**src/rtl/core/pal_pkg.sv**
```systemverilog
// ----------------------------------------------------------------------------
// pal_pkg
// Shared constants, codes and controller/datapath interface types for the
// positional array list.
// ----------------------------------------------------------------------------
package pal_pkg;

   localparam int CAPACITY = 64;
   localparam int AW       = $clog2(CAPACITY);
   localparam int CW       = $clog2(CAPACITY + 1);
   localparam int DW       = 32;
   localparam int POS_W    = 7;
   localparam int CMPW     = ((CW > POS_W) ? CW : POS_W) + 1;

   // operations
   localparam logic [1:0] OP_INSERT = 2'd0;
   localparam logic [1:0] OP_DELETE = 2'd1;
   localparam logic [1:0] OP_SEARCH = 2'd2;
   localparam logic [1:0] OP_AMEND  = 2'd3;

   // response status
   localparam logic [1:0] ST_OK        = 2'd0;
   localparam logic [1:0] ST_BAD_POS   = 2'd1;
   localparam logic [1:0] ST_FULL      = 2'd2;
   localparam logic [1:0] ST_NOT_FOUND = 2'd3;

   // store write selection
   localparam logic [2:0] WR_NONE  = 3'd0;
   localparam logic [2:0] WR_UP    = 3'd1;
   localparam logic [2:0] WR_DN    = 3'd2;
   localparam logic [2:0] WR_INS   = 3'd3;
   localparam logic [2:0] WR_AMEND = 3'd4;

   typedef struct packed {
      logic       load;
      logic       init;
      logic       rd_en;
      logic [2:0] wr_sel;
      logic       cnt_inc;
      logic       cnt_dec;
      logic       res_set;
      logic [1:0] res_code;
      logic       res_hit;
      logic       rsp_load;
   } cmd_type;

   typedef struct packed {
      logic [1:0] op;
      logic       ins_bad;
      logic       ins_full;
      logic       ins_append;
      logic       del_bad;
      logic       del_last;
      logic       empty;
      logic       rd_last;
      logic       rvld;
      logic       match;
   } stat_type;

endpackage

```
**src/rtl/core/pal_ram.sv**
```systemverilog
// ----------------------------------------------------------------------------
// pal_ram
// Simple dual-port RAM: one write port, one read port with registered data.
// ----------------------------------------------------------------------------
module pal_ram #(
   parameter int WIDTH = 32,
   parameter int DEPTH = 64
) (
   input  logic                     clock,
   input  logic                     wr_en,
   input  logic [$clog2(DEPTH)-1:0] wr_addr,
   input  logic [WIDTH-1:0]         wr_data,
   input  logic                     rd_en,
   input  logic [$clog2(DEPTH)-1:0] rd_addr,
   output logic [WIDTH-1:0]         rd_data
);

   logic [WIDTH-1:0] mem_ff [DEPTH];
   logic [WIDTH-1:0] rd_data_ff;

   always_ff @(posedge clock) begin
      if (wr_en) begin
         mem_ff[wr_addr] <= wr_data;
      end
      if (rd_en) begin
         rd_data_ff <= mem_ff[rd_addr];
      end
   end

   assign rd_data = rd_data_ff;

endmodule

```
**src/rtl/core/pal_dp.sv**
```systemverilog
// ----------------------------------------------------------------------------
// pal_dp
// Datapath: request registers, entry count, walk index, entry store,
// position checks, match compare and response registers.
// ----------------------------------------------------------------------------
module pal_dp (
   input  logic                         clock,
   input  logic                         reset,
   input  pal_pkg::cmd_type             cmd,
   output pal_pkg::stat_type            stat,
   input  logic [1:0]                   req_operation,
   input  logic [pal_pkg::POS_W-1:0]    req_position,
   input  logic signed [pal_pkg::DW-1:0] req_value,
   input  logic signed [pal_pkg::DW-1:0] req_new_value,
   output logic [1:0]                   rsp_status,
   output logic [pal_pkg::POS_W-1:0]    rsp_found_position,
   output logic [pal_pkg::POS_W-1:0]    rsp_element_count
);

   import pal_pkg::*;

   logic [1:0]       op_ff;
   logic [POS_W-1:0] pos_ff;
   logic [DW-1:0]    val_ff;
   logic [DW-1:0]    nval_ff;
   logic [CW-1:0]    cnt_ff, cnt_in;
   logic [AW-1:0]    ridx_ff, ridx_in;
   logic [AW-1:0]    rtag_ff;
   logic             rvld_ff;
   logic [1:0]       res_status_ff;
   logic [POS_W-1:0] res_found_ff;
   logic [1:0]       rsp_status_ff;
   logic [POS_W-1:0] rsp_found_ff;
   logic [POS_W-1:0] rsp_count_ff;

   logic [CMPW-1:0]  pos_x, cnt_x;
   logic             wr_en;
   logic [AW-1:0]    wr_addr;
   logic [DW-1:0]    wr_data;
   logic [DW-1:0]    rd_data;

   assign pos_x = CMPW'(pos_ff);
   assign cnt_x = CMPW'(cnt_ff);

   always_comb begin
      stat            = '0;
      stat.op         = op_ff;
      stat.ins_bad    = (pos_ff == '0) || (pos_x > cnt_x + CMPW'(1));
      stat.ins_full   = (cnt_ff == CW'(CAPACITY));
      stat.ins_append = (pos_x == cnt_x + CMPW'(1));
      stat.del_bad    = (pos_ff == '0) || (pos_x > cnt_x);
      stat.del_last   = (pos_x == cnt_x);
      stat.empty      = (cnt_ff == '0);
      stat.rvld       = rvld_ff;
      stat.match      = (rd_data == val_ff);
      if (op_ff == OP_INSERT) begin
         stat.rd_last = (ridx_ff == AW'(pos_ff - POS_W'(1)));
      end else begin
         stat.rd_last = (ridx_ff == AW'(cnt_ff - CW'(1)));
      end
   end

   always_comb begin
      cnt_in = cnt_ff;
      if (cmd.cnt_inc) begin
         cnt_in = cnt_ff + CW'(1);
      end else if (cmd.cnt_dec) begin
         cnt_in = cnt_ff - CW'(1);
      end
   end

   // walk index: down from the top for insert, up otherwise
   always_comb begin
      ridx_in = ridx_ff;
      if (cmd.init) begin
         unique case (op_ff)
            OP_INSERT: ridx_in = AW'(cnt_ff - CW'(1));
            OP_DELETE: ridx_in = AW'(pos_ff);
            default:   ridx_in = '0;
         endcase
      end else if (cmd.rd_en) begin
         ridx_in = (op_ff == OP_INSERT) ? ridx_ff - AW'(1) : ridx_ff + AW'(1);
      end
   end

   always_comb begin
      wr_en   = 1'b0;
      wr_addr = '0;
      wr_data = rd_data;
      unique case (cmd.wr_sel)
         WR_UP: begin
            wr_en   = rvld_ff;
            wr_addr = rtag_ff + AW'(1);
         end
         WR_DN: begin
            wr_en   = rvld_ff;
            wr_addr = rtag_ff - AW'(1);
         end
         WR_INS: begin
            wr_en   = 1'b1;
            wr_addr = AW'(pos_ff - POS_W'(1));
            wr_data = val_ff;
         end
         WR_AMEND: begin
            wr_en   = 1'b1;
            wr_addr = AW'(res_found_ff - POS_W'(1));
            wr_data = nval_ff;
         end
         default: begin
            wr_en = 1'b0;
         end
      endcase
   end

   always_ff @(posedge clock) begin
      if (reset) begin
         cnt_ff  <= '0;
         rvld_ff <= 1'b0;
      end else begin
         cnt_ff  <= cnt_in;
         rvld_ff <= cmd.rd_en;
      end
   end

   always_ff @(posedge clock) begin
      ridx_ff <= ridx_in;
      if (cmd.load) begin
         op_ff   <= req_operation;
         pos_ff  <= req_position;
         val_ff  <= req_value;
         nval_ff <= req_new_value;
      end
      if (cmd.rd_en) begin
         rtag_ff <= ridx_ff;
      end
      if (cmd.res_set) begin
         res_status_ff <= cmd.res_code;
         res_found_ff  <= cmd.res_hit ? POS_W'(rtag_ff) + POS_W'(1) : '0;
      end
      if (cmd.rsp_load) begin
         rsp_status_ff <= res_status_ff;
         rsp_found_ff  <= res_found_ff;
         rsp_count_ff  <= POS_W'(cnt_ff);
      end
   end

   pal_ram #(
      .WIDTH (DW),
      .DEPTH (CAPACITY)
   ) u_ram (
      .clock   (clock),
      .wr_en   (wr_en),
      .wr_addr (wr_addr),
      .wr_data (wr_data),
      .rd_en   (cmd.rd_en),
      .rd_addr (ridx_ff),
      .rd_data (rd_data)
   );

   assign rsp_status         = rsp_status_ff;
   assign rsp_found_position = rsp_found_ff;
   assign rsp_element_count  = rsp_count_ff;

endmodule

```
**src/rtl/core/pal_ctrl.sv**
```systemverilog
// ----------------------------------------------------------------------------
// pal_ctrl
// Controller: sequences checks, shift walks, scans and the response handshake.
// ----------------------------------------------------------------------------
module pal_ctrl (
   input  logic               clock,
   input  logic               reset,
   input  logic               req_valid,
   output logic               req_ready,
   output logic               rsp_valid,
   input  logic               rsp_ready,
   input  pal_pkg::stat_type  stat,
   output pal_pkg::cmd_type   cmd
);

   import pal_pkg::*;

   localparam logic [3:0] S_IDLE      = 4'd0;
   localparam logic [3:0] S_CHECK     = 4'd1;
   localparam logic [3:0] S_UP        = 4'd2;
   localparam logic [3:0] S_UP_TAIL   = 4'd3;
   localparam logic [3:0] S_INS_WR    = 4'd4;
   localparam logic [3:0] S_DN        = 4'd5;
   localparam logic [3:0] S_DN_TAIL   = 4'd6;
   localparam logic [3:0] S_SCAN      = 4'd7;
   localparam logic [3:0] S_SCAN_TAIL = 4'd8;
   localparam logic [3:0] S_AMEND     = 4'd9;
   localparam logic [3:0] S_DONE      = 4'd10;

   logic [3:0] state_ff, state_in;
   logic       rsp_valid_ff, rsp_valid_in;

   always_comb begin
      cmd          = '0;
      state_in     = state_ff;
      req_ready    = 1'b0;
      rsp_valid_in = rsp_valid_ff && !rsp_ready;
      unique case (state_ff)
         S_IDLE: begin
            req_ready = 1'b1;
            if (req_valid) begin
               cmd.load = 1'b1;
               state_in = S_CHECK;
            end
         end
         S_CHECK: begin
            cmd.init = 1'b1;
            unique case (stat.op)
               OP_INSERT: begin
                  if (stat.ins_bad) begin
                     cmd.res_set  = 1'b1;
                     cmd.res_code = ST_BAD_POS;
                     state_in     = S_DONE;
                  end else if (stat.ins_full) begin
                     cmd.res_set  = 1'b1;
                     cmd.res_code = ST_FULL;
                     state_in     = S_DONE;
                  end else if (stat.ins_append) begin
                     state_in = S_INS_WR;
                  end else begin
                     state_in = S_UP;
                  end
               end
               OP_DELETE: begin
                  if (stat.del_bad) begin
                     cmd.res_set  = 1'b1;
                     cmd.res_code = ST_BAD_POS;
                     state_in     = S_DONE;
                  end else if (stat.del_last) begin
                     state_in = S_DN_TAIL;
                  end else begin
                     state_in = S_DN;
                  end
               end
               default: begin
                  if (stat.empty) begin
                     cmd.res_set  = 1'b1;
                     cmd.res_code = ST_NOT_FOUND;
                     state_in     = S_DONE;
                  end else begin
                     state_in = S_SCAN;
                  end
               end
            endcase
         end
         S_UP: begin
            cmd.rd_en  = 1'b1;
            cmd.wr_sel = WR_UP;
            if (stat.rd_last) begin
               state_in = S_UP_TAIL;
            end
         end
         S_UP_TAIL: begin
            cmd.wr_sel = WR_UP;
            state_in   = S_INS_WR;
         end
         S_INS_WR: begin
            cmd.wr_sel   = WR_INS;
            cmd.cnt_inc  = 1'b1;
            cmd.res_set  = 1'b1;
            cmd.res_code = ST_OK;
            state_in     = S_DONE;
         end
         S_DN: begin
            cmd.rd_en  = 1'b1;
            cmd.wr_sel = WR_DN;
            if (stat.rd_last) begin
               state_in = S_DN_TAIL;
            end
         end
         S_DN_TAIL: begin
            // last moved entry lands here; nothing to move when deleting the tail
            cmd.wr_sel   = WR_DN;
            cmd.cnt_dec  = 1'b1;
            cmd.res_set  = 1'b1;
            cmd.res_code = ST_OK;
            state_in     = S_DONE;
         end
         S_SCAN: begin
            if (stat.rvld && stat.match) begin
               cmd.res_set  = 1'b1;
               cmd.res_code = ST_OK;
               cmd.res_hit  = 1'b1;
               state_in     = (stat.op == OP_AMEND) ? S_AMEND : S_DONE;
            end else begin
               cmd.rd_en = 1'b1;
               if (stat.rd_last) begin
                  state_in = S_SCAN_TAIL;
               end
            end
         end
         S_SCAN_TAIL: begin
            cmd.res_set = 1'b1;
            if (stat.rvld && stat.match) begin
               cmd.res_code = ST_OK;
               cmd.res_hit  = 1'b1;
               state_in     = (stat.op == OP_AMEND) ? S_AMEND : S_DONE;
            end else begin
               cmd.res_code = ST_NOT_FOUND;
               state_in     = S_DONE;
            end
         end
         S_AMEND: begin
            cmd.wr_sel = WR_AMEND;
            state_in   = S_DONE;
         end
         S_DONE: begin
            if (!rsp_valid_ff || rsp_ready) begin
               cmd.rsp_load = 1'b1;
               rsp_valid_in = 1'b1;
               state_in     = S_IDLE;
            end
         end
         default: begin
            state_in = S_IDLE;
         end
      endcase
   end

   always_ff @(posedge clock) begin
      if (reset) begin
         state_ff     <= S_IDLE;
         rsp_valid_ff <= 1'b0;
      end else begin
         state_ff     <= state_in;
         rsp_valid_ff <= rsp_valid_in;
      end
   end

   assign rsp_valid = rsp_valid_ff;

endmodule

```
**src/rtl/core/positional_array_list_core.sv**
```systemverilog
// ----------------------------------------------------------------------------
// positional_array_list_core
// Ordered list of signed words in a 64-entry store with insert, delete,
// search and amend-first-match operations.
//
//   channel   direction  handshake              payload
//   req_      in         req_valid/req_ready    operation, position, value,
//                                               new_value
//   rsp_      out        rsp_valid/rsp_ready    status, found_position,
//                                               element_count
//
// One request at a time. Insert shifts the entries from the position up,
// then writes the value (an append skips the shift); delete shifts the
// entries above the position down; search and amend scan from the front,
// and amend then writes the new value. The controller returns to idle to
// take the next request. The single-port-read store moves one entry a cycle.
// Reset clears the count and control only; the store is not cleared.
// A new request is taken while the previous response waits; the finished
// result then holds until the response register is free.
// ----------------------------------------------------------------------------
module positional_array_list_core (
   input  logic                          clock,
   input  logic                          reset,
   input  logic                          req_valid,
   output logic                          req_ready,
   input  logic [1:0]                    req_operation,
   input  logic [pal_pkg::POS_W-1:0]     req_position,
   input  logic signed [pal_pkg::DW-1:0] req_value,
   input  logic signed [pal_pkg::DW-1:0] req_new_value,
   output logic                          rsp_valid,
   input  logic                          rsp_ready,
   output logic [1:0]                    rsp_status,
   output logic [pal_pkg::POS_W-1:0]     rsp_found_position,
   output logic [pal_pkg::POS_W-1:0]     rsp_element_count
);

   import pal_pkg::*;

   cmd_type  cmd;
   stat_type stat;

   pal_ctrl u_ctrl (
      .clock     (clock),
      .reset     (reset),
      .req_valid (req_valid),
      .req_ready (req_ready),
      .rsp_valid (rsp_valid),
      .rsp_ready (rsp_ready),
      .stat      (stat),
      .cmd       (cmd)
   );

   pal_dp u_dp (
      .clock              (clock),
      .reset              (reset),
      .cmd                (cmd),
      .stat               (stat),
      .req_operation      (req_operation),
      .req_position       (req_position),
      .req_value          (req_value),
      .req_new_value      (req_new_value),
      .rsp_status         (rsp_status),
      .rsp_found_position (rsp_found_position),
      .rsp_element_count  (rsp_element_count)
   );

   // a taken request always leaves idle for the check cycle
   assert property (@(posedge clock) disable iff (reset)
      req_valid && req_ready |=> !req_ready)
      else $error("request taken while a request is in progress");

   assert property (@(posedge clock) disable iff (reset)
      rsp_valid |-> rsp_element_count <= POS_W'(CAPACITY))
      else $error("element count beyond capacity");

   // only a successful search or amend reports a position
   assert property (@(posedge clock) disable iff (reset)
      rsp_valid && rsp_status != ST_OK |-> rsp_found_position == '0)
      else $error("position reported with failing status");

   assert property (@(posedge clock) disable iff (reset)
      rsp_valid && rsp_status == ST_FULL |-> rsp_element_count == POS_W'(CAPACITY))
      else $error("full reported below capacity");

endmodule

```
**config.mk**
```make
export PLATFORM = sky130hd
export DESIGN_NAME = positional_array_list_core
export DESIGN_NICKNAME = d
export VERILOG_FILES = /design/src/rtl/core/pal_pkg.sv /design/src/rtl/core/pal_ram.sv /design/src/rtl/core/pal_dp.sv /design/src/rtl/core/pal_ctrl.sv /design/src/rtl/core/positional_array_list_core.sv
export SDC_FILE = /design/constraint.sdc
export NUM_CORES = 2
export LEC_CHECK = 0
export ABC_AREA = 1
export ABC_CLOCK_PERIOD_IN_PS = 12700
export BUFFER_PORTS_ARGS = -buffer_cell sky130_fd_sc_hd__buf_2
export CAP_MARGIN = 20
export CORE_AREA = 2 2 505 507
export CTS_BUF_LIST = sky130_fd_sc_hd__clkbuf_2
export DETAILED_ROUTE_END_ITERATION = 7
export DIE_AREA = 0 0 507 509
export PLACE_DENSITY_LB_ADDON = 0.12
export SLEW_MARGIN = 10
export SYNTH_ARGS = -nofsm -noshare
export SYNTH_HDL_FRONTEND = slang
export SYNTH_SLANG_ARGS = --single-unit
```
**constraint.sdc**
```tcl
create_clock -name clock -period 12.7 [get_ports clock]
set_clock_uncertainty 0.1 [all_clocks]
set_input_delay 1.27 -clock clock [delete_from_list [all_inputs] [get_ports clock]]
set_output_delay 1.27 -clock clock [all_outputs]
set_load 0.01 [all_outputs]
```
==> flow_results.xml <==
<?xml version="1.0" encoding="UTF-8"?>
<metrics>
  <group name="outcome">
    <metric name="run_status" unit="">complete, no violations</metric>
  </group>
  <group name="routing">
    <metric name="drc" unit="">0</metric>
    <metric name="route.detailed.vias_per_inst" unit="">5.418</metric>
    <metric name="met2RoutedLength" unit="microns">139000</metric>
    <metric name="top_signal_layer_used" unit="">met5</metric>
    <metric name="routedLengthMet1" unit="microns">133400</metric>
    <metric name="routed_wl" unit="microns">303900</metric>
    <metric name="vias" unit="">60770</metric>
    <metric name="detail_route.iter0.violations" unit="">6260</metric>
    <metric name="ant_nets" unit="">0</metric>
    <metric name="routed_wire_length_per_instance" unit="microns">27.09</metric>
    <metric name="drtPass1Iterations" unit="">6</metric>
    <metric name="routed-wl-met3" unit="microns">23780</metric>
  </group>
  <group name="min_path">
    <metric name="holdCritPathClass" unit="">in -&gt; reg</metric>
    <metric name="holdPathStages" unit="">2</metric>
  </group>
  <group name="critical_path">
    <metric name="crit_chain" unit="">buf_4, buf_4, buf_4, buf_4, o21ai_0, o22ai_1, o21ai_0, o22ai_1, nand2_1, nand2_1, nand2_1, o21ai_0</metric>
    <metric name="path_max_fanout" unit="">66</metric>
    <metric name="critPathCaptureType" unit="">flip-flop</metric>
    <metric name="buffer_and_inverter_count_on_the_worst_path" unit="">4</metric>
    <metric name="critPathKind" unit="">reg -&gt; reg</metric>
    <metric name="cp.required" unit="ps">14140</metric>
    <metric name="path_delay_family" unit="">buffers and inverters</metric>
    <metric name="cpMaxStageDelayCell" unit="">sky130_fd_sc_hd__buf_4</metric>
    <metric name="worst_setup_path_start_kind" unit="">flip-flop</metric>
    <metric name="critical_path_arrival" unit="ps">6350</metric>
    <metric name="r2r_cells" unit="">12</metric>
    <metric name="critical_path_depth" unit="">12</metric>
    <metric name="worst_path_most_repeated_cell" unit="">sky130_fd_sc_hd__buf_4</metric>
    <metric name="max_stage_delay" unit="ps">780</metric>
  </group>
  <group name="clock_tree">
    <metric name="cts.path.max_buffers" unit="">4</metric>
    <metric name="cts-htree-levels" unit="">6</metric>
    <metric name="cts.sinks" unit="">2203</metric>
    <metric name="clock-root-buffer" unit="">sky130_fd_sc_hd__clkbuf_2</metric>
    <metric name="tritoncts" unit="">done</metric>
    <metric name="insertion_delay" unit="ps">1760</metric>
    <metric name="cts-buffers-inserted" unit="">585</metric>
    <metric name="cts_post_setup_buffers_inserted" unit="">0</metric>
    <metric name="clkTransAtPathRegs" unit="ps">90</metric>
  </group>
  <group name="timing">
    <metric name="final-setup-viol-count" unit="">0</metric>
    <metric name="hold_violations" unit="">0</metric>
    <metric name="final_min_period_over_clock_period" unit="%">38.67</metric>
    <metric name="setup-tns-final" unit="ps">0</metric>
    <metric name="rsz0062_at_grt" unit="">false</metric>
    <metric name="timing.max_slew.rel_slack" unit="%">20.33</metric>
    <metric name="slew_viol_final" unit="">0</metric>
    <metric name="worst_slew_pin_slew" unit="ps">1183</metric>
    <metric name="fin_ws" unit="ps">7789</metric>
    <metric name="final.min_clock_period" unit="ps">4911</metric>
    <metric name="clock.fmax" unit="MHz">203.6</metric>
  </group>
  <group name="global_route">
    <metric name="largest_net_degree_at_the_start_of_global_routing" unit="">171</metric>
    <metric name="vias_in_the_first_global_route" unit="">59480</metric>
    <metric name="total_global_route_track_usage" unit="%">22.88</metric>
    <metric name="grt_pass1_wl" unit="microns">426100</metric>
    <metric name="grt_overflow" unit="">0</metric>
    <metric name="grt_antenna_before_repair" unit="">24</metric>
  </group>
  <group name="power_and_ir_drop">
    <metric name="total_leakage_power" unit="uW">0.03312</metric>
    <metric name="power.share.combinational" unit="%">39.2</metric>
    <metric name="power.share.sequential" unit="%">40.2</metric>
    <metric name="net-switching-power" unit="uW">10500</metric>
    <metric name="power.switching_fraction" unit="%">43.58</metric>
    <metric name="power_per_cell_area" unit="mW/mm^2">241.6</metric>
    <metric name="fraction_of_power_consumed_by_the_clock_network" unit="%">20.6</metric>
    <metric name="p_int" unit="uW">13600</metric>
    <metric name="post-layout-total-power" unit="uW">24100</metric>
    <metric name="ir_drop" unit="V">0.0001872</metric>
  </group>
  <group name="yosys">
    <metric name="ys.flop_type" unit="">sky130_fd_sc_hd__edfxtp_1</metric>
    <metric name="most_area_consuming_cells_after_synthesis" unit="">sky130_fd_sc_hd__edfxtp_1 75%, sky130_fd_sc_hd__o21ai_0 7.3%, sky130_fd_sc_hd__nor2_1 5.9%, sky130_fd_sc_hd__o22ai_1 4.4%, sky130_fd_sc_hd__nand2_1 2.0%</metric>
    <metric name="syn_avg_cell_area" unit="sq um">12.74</metric>
    <metric name="synthDominantAreaCellType" unit="">sky130_fd_sc_hd__edfxtp_1</metric>
    <metric name="postSynthCellCount" unit="">6919</metric>
    <metric name="yosys_warnings" unit="">0</metric>
    <metric name="mapped_nets" unit="">7021</metric>
    <metric name="synth_area" unit="sq mm">0.08813</metric>
    <metric name="post_synth_num_cell_types" unit="">48</metric>
    <metric name="ys_seq_area_share" unit="%">74.92</metric>
    <metric name="synth_register_bits" unit="">2203</metric>
    <metric name="asyncSetResetFlopFracSynth" unit="%">0</metric>
    <metric name="yosysTopAreaCellShare" unit="%">74.62</metric>
    <metric name="synth_enable_flop_cells" unit="">2190</metric>
  </group>
  <group name="place">
    <metric name="dp.final_hpwl" unit="microns">153100</metric>
    <metric name="io_buffers" unit="">94</metric>
    <metric name="gpl.final_weighted_congestion" unit="">0.8712</metric>
    <metric name="place_worst_setup_slack" unit="ps">7858</metric>
  </group>
  <group name="cells_and_area">
    <metric name="multi_input_comb_area" unit="sq mm">0.02049</metric>
    <metric name="finish.net_count" unit="">7556</metric>
    <metric name="most-common-layout-cells" unit="">2190 x sky130_fd_sc_hd__edfxtp_1, 1339 x sky130_fd_sc_hd__nor2_1, 1290 x sky130_fd_sc_hd__o21ai_0</metric>
    <metric name="drive_above_1_share" unit="%">16.39</metric>
    <metric name="final_common_cell" unit="">sky130_fd_sc_hd__edfxtp_1</metric>
    <metric name="layout.filler_cells" unit="">24290</metric>
    <metric name="layout.area.seq" unit="sq mm">0.06602</metric>
    <metric name="postLayoutCoreUtil" unit="%">39.46</metric>
    <metric name="area_growth" unit="%">13.18</metric>
  </group>
  <group name="floorplan">
    <metric name="placement_rows" unit="">185</metric>
    <metric name="boundaryPins" unit="">95</metric>
    <metric name="die_x" unit="microns">507</metric>
    <metric name="fp.coreArea" unit="sq mm">0.2528</metric>
    <metric name="initial_utilization" unit="%">34.86</metric>
    <metric name="die_height" unit="microns">509</metric>
    <metric name="dieArea" unit="sq mm">0.2581</metric>
  </group>
  <group name="flow_run">
    <metric name="max-cap-violations" unit="">0</metric>
  </group>
</metrics>
area by class of cell:
cell class	instances	share of cell area (%)
inverters	145	0.5745
flip-flops and latches	2203	66.19
clock inverters	125	0.8279
multi-input cells	4105	20.54
clock buffers	843	4.230
well taps	3366	4.222
diodes	16	0.04014
repair buffers	414	3.373
worst register-to-register path, cell delays in order, from the launching register on:
cell	delay, ps
sky130_fd_sc_hd__edfxtp_1	360
sky130_fd_sc_hd__buf_4	340
sky130_fd_sc_hd__buf_4	690
sky130_fd_sc_hd__buf_4	840
sky130_fd_sc_hd__buf_4	760
sky130_fd_sc_hd__o21ai_0	240
sky130_fd_sc_hd__o22ai_1	290
sky130_fd_sc_hd__o21ai_0	120
sky130_fd_sc_hd__o22ai_1	520
sky130_fd_sc_hd__nand2_1	100
sky130_fd_sc_hd__nand2_1	150
sky130_fd_sc_hd__nand2_1	70
sky130_fd_sc_hd__o21ai_0	110
worst paths after layout:
path | from | to | slack (ps)
hold reg to reg | u_dp.res_found_ff[6]$_SDFFCE_PN0P_ | u_dp.rsp_found_position[6]$_DFFE_PP_ | 330
setup reg to reg | u_dp.ridx_ff[1]$_DFFE_PP_ | u_dp.u_ram.rd_data[3]$_DFFE_PP_ | 7790
setup / recovery | u_dp.ridx_ff[1]$_DFFE_PP_ | u_dp.u_ram.rd_data[3]$_DFFE_PP_ | 7790
hold / removal | req_value[12] | u_dp.val_ff[12]$_DFFE_PP_ | 180
metal layers:
metal | GRT usage [%] | vias to the layer above
li1 | - | 26960
met2 | 36.12 | 2446
met5 | 0 | -
met4 | 7.023 | 4
met3 | 4.893 | 449
met1 | 31.60 | 30910
logic make-up (layout without fill, tap and decap cells):
kind of cell,count (synthesis),after routing,share of synthesized area (%)
adder cells (fa/ha/maj),25,25,0.3635
other,0,16,0
AO/OA/AOI/OAI,2018,2018,12.53
buffers and inverters,611,1527,2.814
flip-flops,2203,2203,74.92
XOR/XNOR,21,21,0.2172
AND/OR/NAND/NOR,2041,2041,9.160
what timing repair did:
item                                   in CTS  in global routing
hold buffers                              141                  0
setup endpoints to repair                   0                  0
gates resized for setup                     0                  0
endpoints found under the hold margin     122                  0
metrics by stage:
step | cells | hold WS (ps) | area, sq um
2_1_floorplan | 6919 | 300.3 | 88130
3_3_place_gp | 10090 | 313.4 | 93140
3_5_place_dp | 10090 | 339.0 | 93180
4_1_cts | 11200 | 0.1694 | 99640
5_1_grt | 11210 | -15.66 | 99720
6_report | 11220 | 175.6 | 99740
flip-flops by register name (all words and copies together), names as in the netlist:
register / cells
u_dp.u_ram.mem_ff: 2048
u_dp.rtag_ff: 6
u_dp.rsp_status: 2
u_dp.res_found_ff: 7
u_dp.rvld_ff: 1
u_dp.rsp_found_position: 7
u_dp.res_status_ff: 2
u_dp.val_ff: 32
u_dp.ridx_ff: 6
u_dp.u_ram.rd_data: 32
u_dp.rsp_element_count: 7
u_dp.nval_ff: 32
u_ctrl.rsp_valid: 1
u_dp.op_ff: 2
u_dp.cnt_ff: 7
u_dp.pos_ff: 7
u_ctrl.state_ff: 4
power by group through the flow:
stage | Clock, uW | Combinational (uW) | Sequential (uW)
floorplan | 0 | 5230 | 9820
global placement | 0 | 9300 | 9840
detailed placement | 0 | 9350 | 9830
CTS | 5120 | 9400 | 9670
global route | 5460 | 10200 | 9700
finish | 4960 | 9450 | 9690
cell usage after synthesis, drive strengths merged (2+ instances only):
library cell	count
nand3	131
or2	5
clkinv	2
o21bai	2
a211oi	2
a21oi	27
o211ai	14
xor2	14
o21ai	1326
nor2	1391
nand3b	3
dfxtp	13
nand2	479
and3	2
o22ai	618
o221ai	23
buf	121
nor3	19
a31oi	3
clkbuf	345
ha	24
xnor2	7
edfxtp	2190
nand4	9
inv	143
No activity file was read; power rests on OpenSTA's default activity.
